<file path="config.mk">
export PLATFORM = sky130hd
export DESIGN_NAME = axis_autorepeat_controller_core
export DESIGN_NICKNAME = d
export VERILOG_FILES = /design/src/design/aac_pkg.sv /design/src/design/aac_step.sv /design/src/design/axis_autorepeat_controller_core.sv
export VERILOG_INCLUDE_DIRS = /design/src /design/src/design
export SDC_FILE = /design/constraint.sdc
export NUM_CORES = 1
export LEC_CHECK = 0
export ABC_AREA = 1
export BUFFER_PORTS_ARGS = -buffer_cell sky130_fd_sc_hd__buf_4
export CAP_MARGIN = 10
export CORE_AREA = 2 2 116 118
export CTS_CLUSTER_DIAMETER = 150
export DETAILED_ROUTE_END_ITERATION = 6
export DIE_AREA = 0 0 118 120
export GPL_TIMING_DRIVEN = 0
export MAX_ROUTING_LAYER = met4
export PLACE_DENSITY = 0.79
export SYNTH_ARGS = -nofsm -noshare
export SYNTH_HDL_FRONTEND = slang
export SYNTH_HIERARCHICAL = 1
export SYNTH_SLANG_ARGS = --single-unit
</file>
<file path="constraint.sdc">
create_clock -name clk -period 3.8 [get_ports clk]
set_input_delay 0.57 -clock clk [delete_from_list [all_inputs] [get_ports clk]]
set_output_delay 0.57 -clock clk [all_outputs]
set_load 0.01 [all_outputs]
</file>
<file path="src/design/axis_autorepeat_controller_core_defines.svh">
// ----------------------------------------------------------------------------
// Assertion macros for the axis auto-repeat controller
// Each macro expands to a clocked concurrent assertion. It expands to nothing
// when NO_ASSERTIONS is set.
// ----------------------------------------------------------------------------
`ifndef AXIS_AUTOREPEAT_CONTROLLER_CORE_DEFINES_SVH
`define AXIS_AUTOREPEAT_CONTROLLER_CORE_DEFINES_SVH

`ifndef NO_ASSERTIONS
// Property must hold at every clock edge outside reset.
`define AAC_ASSERT(label, clk, rst_n, prop) \
    label: assert property (@(posedge clk) disable iff (!rst_n) (prop)) \
        else $error("assertion failed");
// Condition must never be seen outside reset.
`define AAC_ASSERT_NEVER(label, clk, rst_n, cond) \
    label: assert property (@(posedge clk) disable iff (!rst_n) !(cond)) \
        else $error("forbidden condition seen");
`else
`define AAC_ASSERT(label, clk, rst_n, prop)
`define AAC_ASSERT_NEVER(label, clk, rst_n, cond)
`endif

`endif

</file>
<file path="src/design/aac_pkg.sv">
// ----------------------------------------------------------------------------
// aac_pkg
// Shared types and constants for the axis auto-repeat controller.
// ----------------------------------------------------------------------------
`default_nettype none

package aac_pkg;

    localparam int THRESHOLD_BITS = 15;
    localparam int MS_BITS        = 16;
    localparam int AXIS_BITS      = 16;
    localparam int CFG_INDEX_BITS = 2;

    // Configuration register indexes
    localparam logic [CFG_INDEX_BITS-1:0] CFG_AXIS_THRESHOLD     = 2'd0;
    localparam logic [CFG_INDEX_BITS-1:0] CFG_INITIAL_DELAY_MS   = 2'd1;
    localparam logic [CFG_INDEX_BITS-1:0] CFG_REPEAT_INTERVAL_MS = 2'd2;

    // Reset values of the configuration registers
    localparam logic [THRESHOLD_BITS-1:0] THRESHOLD_RESET       = 15'd20000;
    localparam logic [MS_BITS-1:0]        INITIAL_DELAY_RESET   = 16'd400;
    localparam logic [MS_BITS-1:0]        REPEAT_INTERVAL_RESET = 16'd135;

    // Item opcodes
    localparam logic OP_AXIS_EVENT = 1'b0;
    localparam logic OP_TICK       = 1'b1;

    // Only this axis drives the key state
    localparam logic [7:0] ACTIVE_AXIS = 8'd0;

    typedef struct packed {
        logic [THRESHOLD_BITS-1:0] axis_threshold;
        logic [MS_BITS-1:0]        initial_delay_ms;
        logic [MS_BITS-1:0]        repeat_interval_ms;
    } cfg_t;

    typedef struct packed {
        logic left_pressed;
        logic right_pressed;
        logic left_first;
        logic right_first;
    } flags_t;

    typedef struct packed {
        logic left_held;
        logic right_held;
        logic left_repeat;
        logic right_repeat;
    } result_t;

endpackage

`default_nettype wire

</file>
<file path="src/design/aac_step.sv">
// ----------------------------------------------------------------------------
// aac_step
// Next-state and result logic for one axis event or time tick.
// ----------------------------------------------------------------------------
`default_nettype none

module aac_step #(
    parameter int TIMER_BITS = 16
) (
    input  wire logic                            operation,
    input  wire logic [7:0]                      axis_index,
    input  wire logic signed [15:0]              axis_value,
    input  wire logic [15:0]                     elapsed_ms,
    input  wire aac_pkg::cfg_t                   cfg,
    input  wire aac_pkg::flags_t                 flags,
    input  wire logic signed [15:0]              prev_axis,
    input  wire logic [TIMER_BITS-1:0]           timer,
    output aac_pkg::flags_t                      flags_next,
    output logic signed [15:0]                   prev_axis_next,
    output logic [TIMER_BITS-1:0]                timer_next,
    output aac_pkg::result_t                     result
);
    import aac_pkg::*;

    localparam int SUM_BITS = ((TIMER_BITS > MS_BITS) ? TIMER_BITS : MS_BITS) + 1;
    localparam logic [SUM_BITS-1:0] TIMER_MAX = SUM_BITS'({TIMER_BITS{1'b1}});

    logic signed [16:0]    pos_th;
    logic signed [16:0]    neg_th;
    logic signed [16:0]    pv;
    logic signed [16:0]    nv;
    logic [SUM_BITS-1:0]   timer_sum;
    logic [TIMER_BITS-1:0] timer_sat;
    logic [MS_BITS-1:0]    limit;
    logic                  fire;

    assign pos_th = signed'({2'b00, cfg.axis_threshold});
    assign neg_th = -pos_th;
    assign pv     = 17'(prev_axis);
    assign nv     = 17'(axis_value);

    assign timer_sum = SUM_BITS'(timer) + SUM_BITS'(elapsed_ms);
    assign timer_sat = (timer_sum > TIMER_MAX) ? {TIMER_BITS{1'b1}}
                                               : timer_sum[TIMER_BITS-1:0];
    assign limit     = (flags.left_first || flags.right_first) ? cfg.initial_delay_ms
                                                               : cfg.repeat_interval_ms;
    assign fire      = SUM_BITS'(timer_sat) >= SUM_BITS'(limit);

    always_comb
    begin
        flags_next     = flags;
        prev_axis_next = prev_axis;
        timer_next     = timer;
        result         = '0;

        if (operation == OP_AXIS_EVENT)
        begin
            if (axis_index == ACTIVE_AXIS)
            begin
                if (pv <= pos_th && nv > pos_th)
                begin
                    flags_next.right_pressed = 1'b1;
                    flags_next.right_first   = 1'b1;
                end
                if (pv > pos_th && nv <= pos_th)
                begin
                    flags_next.right_pressed = 1'b0;
                    flags_next.right_first   = 1'b0;
                end
                if (pv > neg_th && nv <= neg_th)
                begin
                    flags_next.left_pressed = 1'b1;
                    flags_next.left_first   = 1'b1;
                end
                if (pv <= neg_th && nv > neg_th)
                begin
                    flags_next.left_pressed = 1'b0;
                    flags_next.left_first   = 1'b0;
                end
                prev_axis_next = axis_value;
            end
        end
        else if (flags.left_pressed || flags.right_pressed)
        begin
            timer_next = timer_sat;
            if (fire)
            begin
                // left wins when both sides are held
                if (flags.left_pressed)
                begin
                    result.left_repeat    = 1'b1;
                    flags_next.left_first = 1'b0;
                end
                else
                begin
                    result.right_repeat    = 1'b1;
                    flags_next.right_first = 1'b0;
                end
                timer_next = '0;
            end
        end
        else
        begin
            timer_next             = '0;
            flags_next.left_first  = 1'b0;
            flags_next.right_first = 1'b0;
        end

        result.left_held  = flags_next.left_pressed;
        result.right_held = flags_next.right_pressed;
    end

endmodule

`default_nettype wire

</file>
<file path="src/design/axis_autorepeat_controller_core.sv">
// ----------------------------------------------------------------------------
// axis_autorepeat_controller_core
// Typematic left/right key repeat driven by joystick axis 0 and time ticks.
// ----------------------------------------------------------------------------
// Usage:
//   Input channel (in_valid/in_ready) carries either an axis event
//   (operation 0: axis_index, axis_value) or a time tick (operation 1:
//   elapsed_ms). Every input transfer yields exactly one result transfer on
//   the output channel (out_valid/out_ready): held flags after the item and
//   the left/right repeat pulses for a tick.
//   Configuration channel (cfg_valid/cfg_ready, cfg_index, cfg_data) writes
//   threshold (0), initial delay (1) and repeat interval (2); it is always
//   ready and should be written while no item is in flight.
//   The result is registered at the edge that takes the item. Throughput is
//   one item per cycle while out_ready stays high, set by the single result
//   register; in_ready is high while that register is empty or being drained.
//   When the receiver stalls the result holds and in_ready drops until the
//   result is taken.
//   Reset clears all key state and the timer and loads the default
//   threshold 20000, initial delay 400 ms and repeat interval 135 ms.
// ----------------------------------------------------------------------------
`default_nettype none
`include "axis_autorepeat_controller_core_defines.svh"

module axis_autorepeat_controller_core #(
    parameter int TIMER_BITS = 16
) (
    input  wire logic               clk,
    input  wire logic               rst_n,

    input  wire logic               cfg_valid,
    output logic                    cfg_ready,
    input  wire logic [1:0]         cfg_index,
    input  wire logic [15:0]        cfg_data,

    input  wire logic               in_valid,
    output logic                    in_ready,
    input  wire logic               operation,
    input  wire logic [7:0]         axis_index,
    input  wire logic signed [15:0] axis_value,
    input  wire logic [15:0]        elapsed_ms,

    output logic                    out_valid,
    input  wire logic               out_ready,
    output logic                    left_held,
    output logic                    right_held,
    output logic                    left_repeat,
    output logic                    right_repeat
);
    import aac_pkg::*;

    cfg_t                  cfg_reg;
    flags_t                flags_reg;
    flags_t                flags_next;
    logic signed [15:0]    prev_axis_reg;
    logic signed [15:0]    prev_axis_next;
    logic [TIMER_BITS-1:0] timer_reg;
    logic [TIMER_BITS-1:0] timer_next;
    result_t               result_next;
    result_t               result_reg;
    logic                  out_valid_reg;
    logic                  in_xfer;
    logic                  first_orphan;
    logic                  idle_tick;

    assign cfg_ready = 1'b1;
    assign in_ready  = !out_valid_reg || out_ready;
    assign in_xfer   = in_valid && in_ready;

    // Configuration registers
    always_ff @(posedge clk or negedge rst_n)
    begin
        if (!rst_n)
        begin
            cfg_reg.axis_threshold     <= THRESHOLD_RESET;
            cfg_reg.initial_delay_ms   <= INITIAL_DELAY_RESET;
            cfg_reg.repeat_interval_ms <= REPEAT_INTERVAL_RESET;
        end
        else if (cfg_valid && cfg_ready)
        begin
            unique case (cfg_index)
                CFG_AXIS_THRESHOLD:
                    cfg_reg.axis_threshold <= cfg_data[THRESHOLD_BITS-1:0];
                CFG_INITIAL_DELAY_MS:
                    cfg_reg.initial_delay_ms <= cfg_data;
                CFG_REPEAT_INTERVAL_MS:
                    cfg_reg.repeat_interval_ms <= cfg_data;
                default:
                    ;
            endcase
        end
    end

    aac_step #(
        .TIMER_BITS (TIMER_BITS)
    ) u_step (
        .operation      (operation),
        .axis_index     (axis_index),
        .axis_value     (axis_value),
        .elapsed_ms     (elapsed_ms),
        .cfg            (cfg_reg),
        .flags          (flags_reg),
        .prev_axis      (prev_axis_reg),
        .timer          (timer_reg),
        .flags_next     (flags_next),
        .prev_axis_next (prev_axis_next),
        .timer_next     (timer_next),
        .result         (result_next)
    );

    // Key state advances on every input transfer
    always_ff @(posedge clk or negedge rst_n)
    begin
        if (!rst_n)
        begin
            flags_reg     <= '0;
            prev_axis_reg <= '0;
            timer_reg     <= '0;
        end
        else if (in_xfer)
        begin
            flags_reg     <= flags_next;
            prev_axis_reg <= prev_axis_next;
            timer_reg     <= timer_next;
        end
    end

    always_ff @(posedge clk or negedge rst_n)
    begin
        if (!rst_n)
        begin
            out_valid_reg <= 1'b0;
        end
        else if (in_xfer)
        begin
            out_valid_reg <= 1'b1;
        end
        else if (out_ready)
        begin
            out_valid_reg <= 1'b0;
        end
    end

    always_ff @(posedge clk)
    begin
        if (in_xfer)
        begin
            result_reg <= result_next;
        end
    end

    assign out_valid    = out_valid_reg;
    assign left_held    = result_reg.left_held;
    assign right_held   = result_reg.right_held;
    assign left_repeat  = result_reg.left_repeat;
    assign right_repeat = result_reg.right_repeat;

    // a first-press flag without its side pressed
    assign first_orphan = (flags_reg.left_first && !flags_reg.left_pressed) ||
                          (flags_reg.right_first && !flags_reg.right_pressed);
    assign idle_tick    = in_xfer && operation == OP_TICK &&
                          !flags_reg.left_pressed && !flags_reg.right_pressed;

    `AAC_ASSERT_NEVER(a_one_pulse, clk, rst_n, out_valid_reg && left_repeat && right_repeat)
    `AAC_ASSERT(a_left_pulse_held, clk, rst_n, (out_valid_reg && left_repeat) |-> left_held)
    `AAC_ASSERT(a_right_pulse_held, clk, rst_n, (out_valid_reg && right_repeat) |-> right_held)
    `AAC_ASSERT_NEVER(a_first_needs_press, clk, rst_n, first_orphan)
    `AAC_ASSERT(a_idle_tick_clears, clk, rst_n, idle_tick |=> (timer_reg == '0))

endmodule

`default_nettype wire
</file>
==> flow_metrics.tcl, run 1 <==
set metrics [dict create \
    status "completed" \
    worst-path-max-fanout 10 \
    synth_area_sq_um 7530 \
    h-tree-depth 3 \
    clock-root-buffer "clkbuf_16" \
    fp.dieH_um 120 \
    start_util_pct 58.01 \
    post-route-period-util_pct 94.55 \
    synth_seq_cells 88 \
    r2r_start "timer_reg[0]" \
    cts_tree "done" \
    synth_area_leader_cell "dfrtp_1" \
    synth.avg_cell_area_sq_um 7.598 \
    fmax_mhz 278.3 \
    grt_pass1_vias 6490 \
    cp.required_ns 4.09 \
    hold_buffers 0 \
    pre_cts_slack_ns -0.2327 \
    port_buffers 66 \
    drcViolationCount 0 \
    clkSinkCount 88 \
    die-area_sq_um 14160 \
    antenna_found_initial 0 \
    fin_crit_ns 3.593 \
    worstMarginPinSlew_ns 1.095 \
    num_antenna_cells 0 \
    drv_cap 0 \
    dp_hpwl_um 14650 \
    skew_ns 0.003997 \
    syn_nets 1151 \
    arrival_ns 3.88 \
    wl_per_cell_um 15.02 \
    synthCells 991 \
    synth.top_cell.area_share_pct 23.93 \
    gp_congestion 0.9424 \
    synth_flop_cell "dfrtp_1" \
    cp-end-kind "flop" \
    yosys_warnings 6 \
    hold_viol 0 \
    hold_path.class "input pin to asynchronous set/reset pin" \
    timing.slew.headroom_pct 27.00 \
    critPathMaxStageDelay_ns 0.39 \
    die_x_um 118 \
    ir_drop_mv 0.2412 \
    dp_cells 1233 \
    r2r_end "timer_reg[11]" \
    fin_nets 1236 \
    stdcell_count 1257 \
    synth_area_leaders "dfrtp_1 24%, nand2_1 16%, ha_1 16%" \
    powerDensity_nw_per_um2 344.3 \
    worst_r2r_path_depth 25 \
    rrSetupSlack_ns 0.21 \
    post_drt_via_cell_ratio 5.539 \
    drive_gt1_share_pct 18.50 \
    utilization_pct 66.83 \
    synth-async-reset-ratio_pct 95.45 \
    largest_reg_flops 47 \
    drt_wl_total_um 18880 \
    first_pass_iters 5 \
    grtUsageTotal_pct 28.37 \
    cts_buffer_depth 2 \
    area_growth_pct 15.20 \
    fin_area_sq_um 8675 \
    setup_tns_ns 0 \
    slew_violations 0 \
    grt_pass1_wl_um 31310 \
    pin_count 71 \
    synth-edff-count 4 \
    drt-initial-drc-count 474 \
    grt_max_degree 85 \
    power.leakage_nw 4.786 \
    start_kind "flop" \
    ant_nets 0 \
    vias 6962 \
    grt_overflow 0 \
    clkLatencyLatePin_ns 0.35 \
    dpl_cell_area_sq_um 8245 \
    fin_ws_ns 0.2071 \
    clk_pin_slew_ns 0.06 \
    slowest_stage "fa_1" \
    core-area_sq_um 12980 \
    ys_types 50 \
    rows 42 \
    cts_made_buffers 9 \
    seq_area_frac_synth_pct 29.71 \
    setup_violations 0 \
    crit_type "flop to flop" \
]
[power by group]
group	switching [W]	internal [W]	total, W	leakage [nW]
sequential	0.0000888	0.00106	0.00114	1.11
combinational	0.000536	0.000357	0.000893	3.51
clock	0.000382	0.000568	0.000949	0.156
[critical path, delay by kind of cell (launching register included)]
| family | cells | cell delay [ns] |
|---|---|---|
| fa+ha+maj | 3 | 0.81 |
| buf+inv | 7 | 0.73 |
| compound gates | 3 | 0.39 |
| simple gates | 12 | 1.22 |
| flops | 1 | 0.37 |
[what timing repair did]
item                       4_1_cts  5_1_grt
buffers inserted                 0        8
resized for setup                0       20
hold endpoints to repair         0        0
setup endpoints to repair        0       19
[how the worst max path moves through the flow]
stage                        from             to  depth (start not counted)
global placement    elapsed_ms[0]  timer_reg[13]                         26
finish               timer_reg[0]  timer_reg[11]                         25
floorplan           elapsed_ms[0]  timer_reg[10]                         25
CTS                  timer_reg[0]  timer_reg[11]                         25
detailed placement  elapsed_ms[0]  timer_reg[11]                         26
global route        timer_reg[13]  timer_reg[12]                         23
[stage by stage]
step,power (W),hold WS [ns]
6_report,0.002987,0.3986
5_1_grt,0.003175,0.4710
4_1_cts,0.002962,0.4615
3_5_place_dp,0.002003,0.4506
3_3_place_gp,0.001976,0.4495
2_1_floorplan,0.001724,0.2744
[Yosys cell counts (2+ instances only)]
master and n:
a21o_1 6, a21oi_1 45, a21oi_2 2, a31oi_1 3
and2_1 2, buf_2 19, buf_4 7, buf_6 2
clkbuf_1 6, dfrtp_1 72, dfstp_2 12, edfxtp_1 4
ha_1 95, inv_1 64, inv_2 6, mux2_2 9
mux2_4 6, mux2i_1 15, nand2_1 329, nand2_2 4
nand2_4 12, nand3_1 88, nand3_2 6, nand3b_1 2
nand4_1 44, nor2_1 53, nor3_1 9, nor4_4 2
o21a_1 2, o21ai_0 23, o21bai_1 4, xnor2_1 7
xor2_1 14
[kinds of logic after synthesis]
family / after synthesis / share of synthesized area (%)
XOR/XNOR: 21 / 2.443
multiplexers: 30 / 4.536
AND/OR/NAND/NOR: 557 / 33.91
adder cells (fa/ha/maj): 96 / 16.05
flip-flops: 88 / 29.71
AO/OA/AOI/OAI: 91 / 6.846
buffers and inverters: 107 / 6.447
other: 1 / 0.04980
[cells in the final DEF (no fill, tap or decap), types with 14 or more instances in the layout]
master	netlist	routed
buf_4	7	80
dfrtp_1	72	71
o21ai_0	23	20
mux2i_1	15	15
a21oi_1	45	43
nand4_1	44	44
inv_1	64	61
xor2_1	14	14
nand2_1	329	326
buf_2	19	19
nand3_1	88	88
nor2_1	53	51
ha_1	95	94
[metal layers]
metal,vias up,global-route usage [%],share of wire (%),routed length [um]
li1,3503,-,-,-
met1,3246,39.16,47,8907
met2,189,44.55,45,8574
met3,24,2.852,5.7,1070
met4,0,8.584,1.7,328
met5,-,-,0,0
[layout make-up]
class	count	area (sq um)
Multi-Input combinational cell	796	4853
Fill cell	1134	4305
Sequential cell	88	2238
Timing Repair Buffer	74	555.5
Clock buffer	13	270.3
Inverter	71	269.0
Buffer	36	220.2
Tap cell	176	220.2
Clock inverter	3	47.55
No activity file was read; power rests on OpenSTA's default activity.
==> inputs of run 2 (changes only) <==
PLACE_DENSITY = 0.83   (was 0.79)
clock period = 3.5 ns   (was 3.8 ns; I/O delays follow)
==> run 2 against run 1 <==
  * Critical path depth shrank 5
  * Sequential share of layout area decreased by 1.7 points
  * Core utilization is 4.8 points higher
  * Worst hold slack lost 0.046 ns
  * Die area is the same
  * Critical endpoint is now timer_reg[2]
  * Largest cell class unchanged
==> flow_metrics.tcl, run 2 (synthesis results as in run 1) <==
set metrics [dict create \
    status "completed" \
    crit_type "flop to flop" \
    utilization_pct 71.66 \
    drv_cap 0 \
    hold_path.class "input pin to asynchronous set/reset pin" \
    setup_violations 0 \
    rsz0062_at_grt "yes" \
    antenna_found_initial 0 \
    post-route-period-util_pct 98.39 \
    drt_wl_total_um 21340 \
    grtUsageTotal_pct 29.11 \
    cts_made_buffers 9 \
    fp.dieH_um 120 \
    die_x_um 118 \
    pre_cts_slack_ns -0.4536 \
    first_pass_iters 5 \
    num_antenna_cells 0 \
    fin_crit_ns 3.444 \
    fin_nets 1247 \
    dp_hpwl_um 15100 \
    drt-initial-drc-count 613 \
    pin_count 71 \
    grt_overflow 0 \
    start_util_pct 58.01 \
    stdcell_count 1268 \
    ir_drop_mv 0.3679 \
    grt_max_degree 85 \
    port_buffers 66 \
    fmax_mhz 290.4 \
    cts_buffer_depth 2 \
    core-area_sq_um 12980 \
    clock-root-buffer "clkbuf_16" \
    wl_per_cell_um 16.83 \
    cp.required_ns 3.74 \
    power.leakage_nw 4.893 \
    grt_pass1_vias 6678 \
    cp-end-kind "flop" \
    clkLatencyLatePin_ns 0.35 \
    hold_viol 0 \
    powerDensity_nw_per_um2 356.5 \
    rrSetupSlack_ns 0.06 \
    timing.slew.headroom_pct 28.52 \
    worstMarginPinSlew_ns 1.072 \
    drcViolationCount 0 \
    r2r_end "timer_reg[2]" \
    grt_pass1_wl_um 31880 \
    drive_gt1_share_pct 26.01 \
    hold_buffers 0 \
    r2r_start "timer_reg[6]" \
    mostFrequentLayoutCell "nand2_1" \
    worst_r2r_path_depth 20 \
    clkSinkCount 88 \
    clk_pin_slew_ns 0.06 \
    rows 42 \
    skew_ns 0.007909 \
    ant_nets 0 \
    cts_tree "done" \
    die-area_sq_um 14160 \
    arrival_ns 3.68 \
    layout_common_cells "318 x nand2_1, 87 x buf_4, 74 x nand3_1, 74 x ha_1, 71 x dfrtp_1" \
    largest_reg_flops 47 \
    vias 7303 \
    slew_violations 0 \
    h-tree-depth 3 \
    worst-path-max-fanout 5 \
    post_drt_via_cell_ratio 5.759 \
    area_growth_pct 23.53 \
    gp_congestion 0.9683 \
    dp_cells 1233 \
    fill_cells 1010 \
    fin_ws_ns 0.05641 \
    start_kind "flop" \
]
run 2: cell types whose count changed in the layout (fill, tap and decap cells not counted), moves of 8 or more:
cell     before  now
ha_4          1   15
ha_1         94   74
a21oi_1      43   34
nand2_1     326  318
a21oi_2       4   13
nand3_2       6   18
nand3_1      88   74
nand2_8       0    8
run 2: where the power goes:
group	internal, W	switching (W)
logic	0.000454	0.000664
clock network	0.000525	0.000424
registers	0.00115	0.000103
total	0.00213	0.00119
run 2: per-layer routing:
| metal | GRT usage [%] | routed length (um) | share of wire (%) |
|---|---|---|---|
| met5 | - | 0 | 0 |
| met4 | 10.69 | 443 | 2.1 |
| met3 | 5.371 | 1447 | 6.8 |
| met2 | 45.93 | 10340 | 48 |
| met1 | 37.67 | 9111 | 43 |
run 2: timing repair:
item                                    CTS  global route
gates resized for setup                   9           112
gates cloned                              0             2
endpoints found under the setup margin   18            22
pin swaps                                 7            72
setup buffers                             6            11
run 2: per-stage QoR:
stage / setup TNS, ns / hold slack (ns) / cell area, sq um / power (W)
after floorplan: 0 / 0.2294 / 7530 / 0.001871
after global placement: -5.403 / 0.4516 / 8245 / 0.002144
after detailed placement: -6.604 / 0.4573 / 8245 / 0.002180
after CTS: 0 / 0.4143 / 8612 / 0.003162
after global routing: -0.9411 / 0.4383 / 9301 / 0.003505
final: 0 / 0.3521 / 9301 / 0.003316
run 2: critical path: stages, from the launching register on:
cell	delay, ns
dfrtp_1	0.42
ha_2	0.35
a21oi_2	0.22
nor2_1	0.06
nor2_1	0.18
o21ai_4	0.11
nand2_1	0.09
nand2_1	0.05
nand2_1	0.06
nand3_1	0.17
ha_1	0.38
nand4_1	0.15
nor2_2	0.12
nor4b_2	0.20
nand3b_1	0.23
inv_2	0.10
buf_6	0.14
nand3_1	0.09
nand2_1	0.07
nand3_1	0.08
nand2_1	0.05
run 2: how the worst max path moves through the flow:
stage                  startpoint             to  slack (ns)  depth (start not counted)
finish               timer_reg[6]   timer_reg[2]        0.06                         20
global route          cfg_reg[33]      left_held       -0.08                         22
CTS                  timer_reg[0]  timer_reg[12]       0.008                         25
detailed placement  elapsed_ms[0]  timer_reg[10]       -0.45                         26
global placement    elapsed_ms[0]  timer_reg[12]       -0.38                         26
floorplan           elapsed_ms[0]  timer_reg[10]        0.19                         25
run 2: final cells by class:
| type | count | area (sq um) | share of cell area (%) |
|---|---|---|---|
| multi-input cells | 796 | 5368 | 57.71 |
| flip-flops and latches | 88 | 2238 | 24.07 |
| repair buffers | 85 | 680.7 | 7.318 |
| inverters | 71 | 279.0 | 3.000 |
| clock buffers | 11 | 252.7 | 2.717 |
| plain buffers | 36 | 224.0 | 2.408 |
| well taps | 176 | 220.2 | 2.367 |
| clock inverters | 5 | 38.79 | 0.4170 |
==> inputs of run 3 (changes only) <==
CORE_AREA = 2 2 110 112   (was 2 2 116 118)
DIE_AREA = 0 0 112 114   (was 0 0 118 120)
PLACE_DENSITY = 0.84   (was 0.83)
SYNTH_HIERARCHICAL = unset   (was 1)
==> run 3 against run 2 <==
  * Wire length decreased by 23%
  * Sequential power increased by 5%
  * Critical path depth increased by 2
  * Critical endpoint is now left_held
  * Largest power group is now combinational logic
==> flow_metrics.tcl, run 3 <==
set metrics [dict create \
    slew_violations 0 \
    clock-root-buffer "clkbuf_16" \
    ys_types 49 \
    skew_ns 0.008805 \
    synth_area_sq_um 6848 \
    vias 6116 \
    synth.avg_cell_area_sq_um 7.953 \
    arrival_ns 3.60 \
    drv_cap 0 \
    worst-path-buf-inv 3 \
    fin_crit_ns 3.492 \
    start_kind "flop" \
    met1_usage_pct 34.82 \
    largest_reg_flops 47 \
    post_drt_via_cell_ratio 5.540 \
    met3_usage_pct 4.198 \
    dp_hpwl_um 11990 \
    status "completed" \
    synth.top_cell.area_share_pct 26.31 \
    antenna_found_initial 0 \
    grt_pass1_vias 5529 \
    cts_made_buffers 9 \
    ant_nets 0 \
    worstMarginPinSlew_ns 1.068 \
    powerDensity_nw_per_um2 505.9 \
    fp.dieH_um 114 \
    cts_buffer_depth 2 \
    rows 40 \
    fin_nets 1112 \
    fmax_mhz 286.3 \
    die-area_sq_um 12770 \
    mostFrequentLayoutCell "nand2_1" \
    cp_cell_sequence "inv_2, ha_4, nand2_4, nor4_4, nand2_2, nor2_4, nand4_4, nor2_4, nand3_2, xor2_2, buf_4, ha_4, nand2_1, nor2_1, and2_1, nand3b_1, nand4_1, nand2_4, nor2_4, nand2_2, nand2_1, inv_1" \
    synthCells 861 \
    worst-path-max-fanout 4 \
    yosys_warnings 0 \
    port_buffers 69 \
    yosys-top-cells-count "220 x nand2_1, 103 x inv_1, 95 x ha_1, 77 x o21ai_0, 72 x dfrtp_1" \
    grt_overflow 0 \
    clkSinkCount 88 \
    grt.busiest_layer "met2" \
    drt_wl_total_um 16380 \
    r2r_end "left_held" \
    drt-initial-drc-count 424 \
    grtUsageTotal_pct 25.99 \
    timing.slew.headroom_pct 28.79 \
    hold_viol 0 \
    clk_pin_slew_ns 0.07 \
    grt_pass1_wl_um 25860 \
    wl_per_cell_um 14.84 \
    hold_path.class "input pin to asynchronous set/reset pin" \
    whs_ns 0.3531 \
    cts_tree "done" \
    drcViolationCount 0 \
    seq_area_frac_synth_pct 32.67 \
    synth-edff-count 4 \
    post-route-period-util_pct 99.78 \
    slowest_stage "dfrtp_2" \
    synth_flop_cell "dfrtp_1" \
    cp.required_ns 3.61 \
    layout_common_cells "214 x nand2_1, 99 x inv_1, 92 x ha_1" \
    utilization_pct 68.60 \
    drive_gt1_share_pct 19.64 \
    ir_drop_mv 0.2600 \
    multiInputGateArea_sq_um 4238 \
    synth_area_leader_cell "dfrtp_1" \
    grt_max_degree 85 \
    worst_r2r_path_depth 22 \
    core-area_sq_um 11710 \
    critPathMaxStageDelay_ns 0.44 \
    num_antenna_cells 0 \
    power.leakage_nw 4.422 \
    clkLatencyLatePin_ns 0.36 \
    first_pass_iters 5 \
    setup_tns_ns 0 \
    register_area_sq_um 2238 \
    area_growth_pct 17.32 \
    hold_buffers 0 \
    cp-end-kind "flop" \
    start_util_pct 58.47 \
    rrSetupSlack_ns 0.008 \
    crit_type "flop to flop" \
    gp_congestion 0.8965 \
    synth_seq_cells 88 \
    synth.most_common_cell "nand2_1" \
    setup_violations 0 \
    crit_top_cell "nor2_4" \
    critPathTopFamily "simple AND/OR/NAND/NOR gates" \
    fill_cells 916 \
    pin_count 71 \
    grt_util_met2_pct 41.45 \
    synth-async-reset-ratio_pct 95.45 \
    die_x_um 112 \
    h-tree-depth 3 \
    synth_area_leaders "dfrtp_1 26%, ha_1 17%, nand2_1 12%" \
    r2r_start "cfg_reg[32]" \
    syn_nets 1021 \
    rsz0062_at_grt "yes" \
]
run 3: changes by cell type in the layout (fill, tap and decap cells not counted), sizes merged, moves of 3 or more:
| cell | before | now |
|---|---|---|
| xnor2 | 7 | 3 |
| nand4 | 45 | 11 |
| inv | 73 | 112 |
| buf | 113 | 84 |
| nor3 | 10 | 7 |
| o21ai | 25 | 87 |
| nand3 | 94 | 35 |
| nand2 | 345 | 231 |
run 3: report_power, final:
group          switching [W]  total [W]  internal (W)
Sequential          0.000119    0.00131       0.00119
Clock               0.000457   0.000952      0.000495
Combinational        0.00109    0.00180      0.000711
Total                0.00166    0.00406       0.00240
run 3: worst max-delay path by stage:
stage,start,to,slack (ns),cells after the start
final,cfg_reg[32],left_held,0.008,22
after global routing,cfg_reg[32],left_held,-0.24,24
after CTS,cfg_reg[33],left_held,0.01,24
after detailed placement,elapsed_ms[3],timer_reg[0],-0.18,20
after global placement,elapsed_ms[3],timer_reg[0],-0.16,20
after floorplan,elapsed_ms[3],timer_reg[0],0.41,19
run 3: cell type report:
cell class                 instances  area share [%]
buffer                            16          0.9189
clock buffer                       9           2.803
clock inverter                     7          0.7631
inverter                         109           5.139
multi-input combinational        648           52.75
sequential                        88           27.86
tap                              147           2.289
timing repair buffer              80           7.475
run 3: cells by family (layout without fill, tap and decap cells):
family / after synthesis / in the layout / synth area share (%)
AOI/OAI and AO/OA: 152 / 152 / 12.37
other: 1 / 1 / 0.05476
xor gates and xnor gates: 19 / 19 / 2.430
and+or+nand+nor: 350 / 350 / 22.73
buffers and inverters: 125 / 221 / 7.108
DFF: 88 / 88 / 32.67
muxes: 30 / 30 / 4.988
adders and majority gates: 96 / 96 / 17.65
run 3: timing repair:
action | in CTS | in global routing
endpoints found under the setup margin | 0 | 20
resized for setup | 0 | 29
setup buffers | 0 | 11
run 3: worst register-to-register path, stage by stage (launching register included):
cell and delay (ns):
dfrtp_2 0.44, inv_2 0.09, ha_4 0.15, nand2_4 0.06, nor4_4 0.30, nand2_2 0.11
nor2_4 0.17, nand4_4 0.11, nor2_4 0.15, nand3_2 0.11, xor2_2 0.20, buf_4 0.15
ha_4 0.26, nand2_1 0.06, nor2_1 0.12, and2_1 0.16, nand3b_1 0.10, nand4_1 0.15
nand2_4 0.10, nor2_4 0.11, nand2_2 0.06, nand2_1 0.05, inv_1 0.04
run 3: through the flow:
stage	cell area, sq um	power (W)	instances	setup slack (ns)
floorplan	6848	0.002564	861	0.4090
global placement	7550	0.002935	1077	-0.1620
detailed placement	7550	0.003006	1077	-0.1848
CTS	7836	0.003957	1093	0.01175
global route	8034	0.004377	1104	-0.2438
finish	8034	0.004064	1104	0.007744
run 3: routing by layer:
metal,share of wire (%),routed length [um]
met1,45,7357
met2,48,7874
met4,1.6,258
met5,0,0
met3,5.4,888
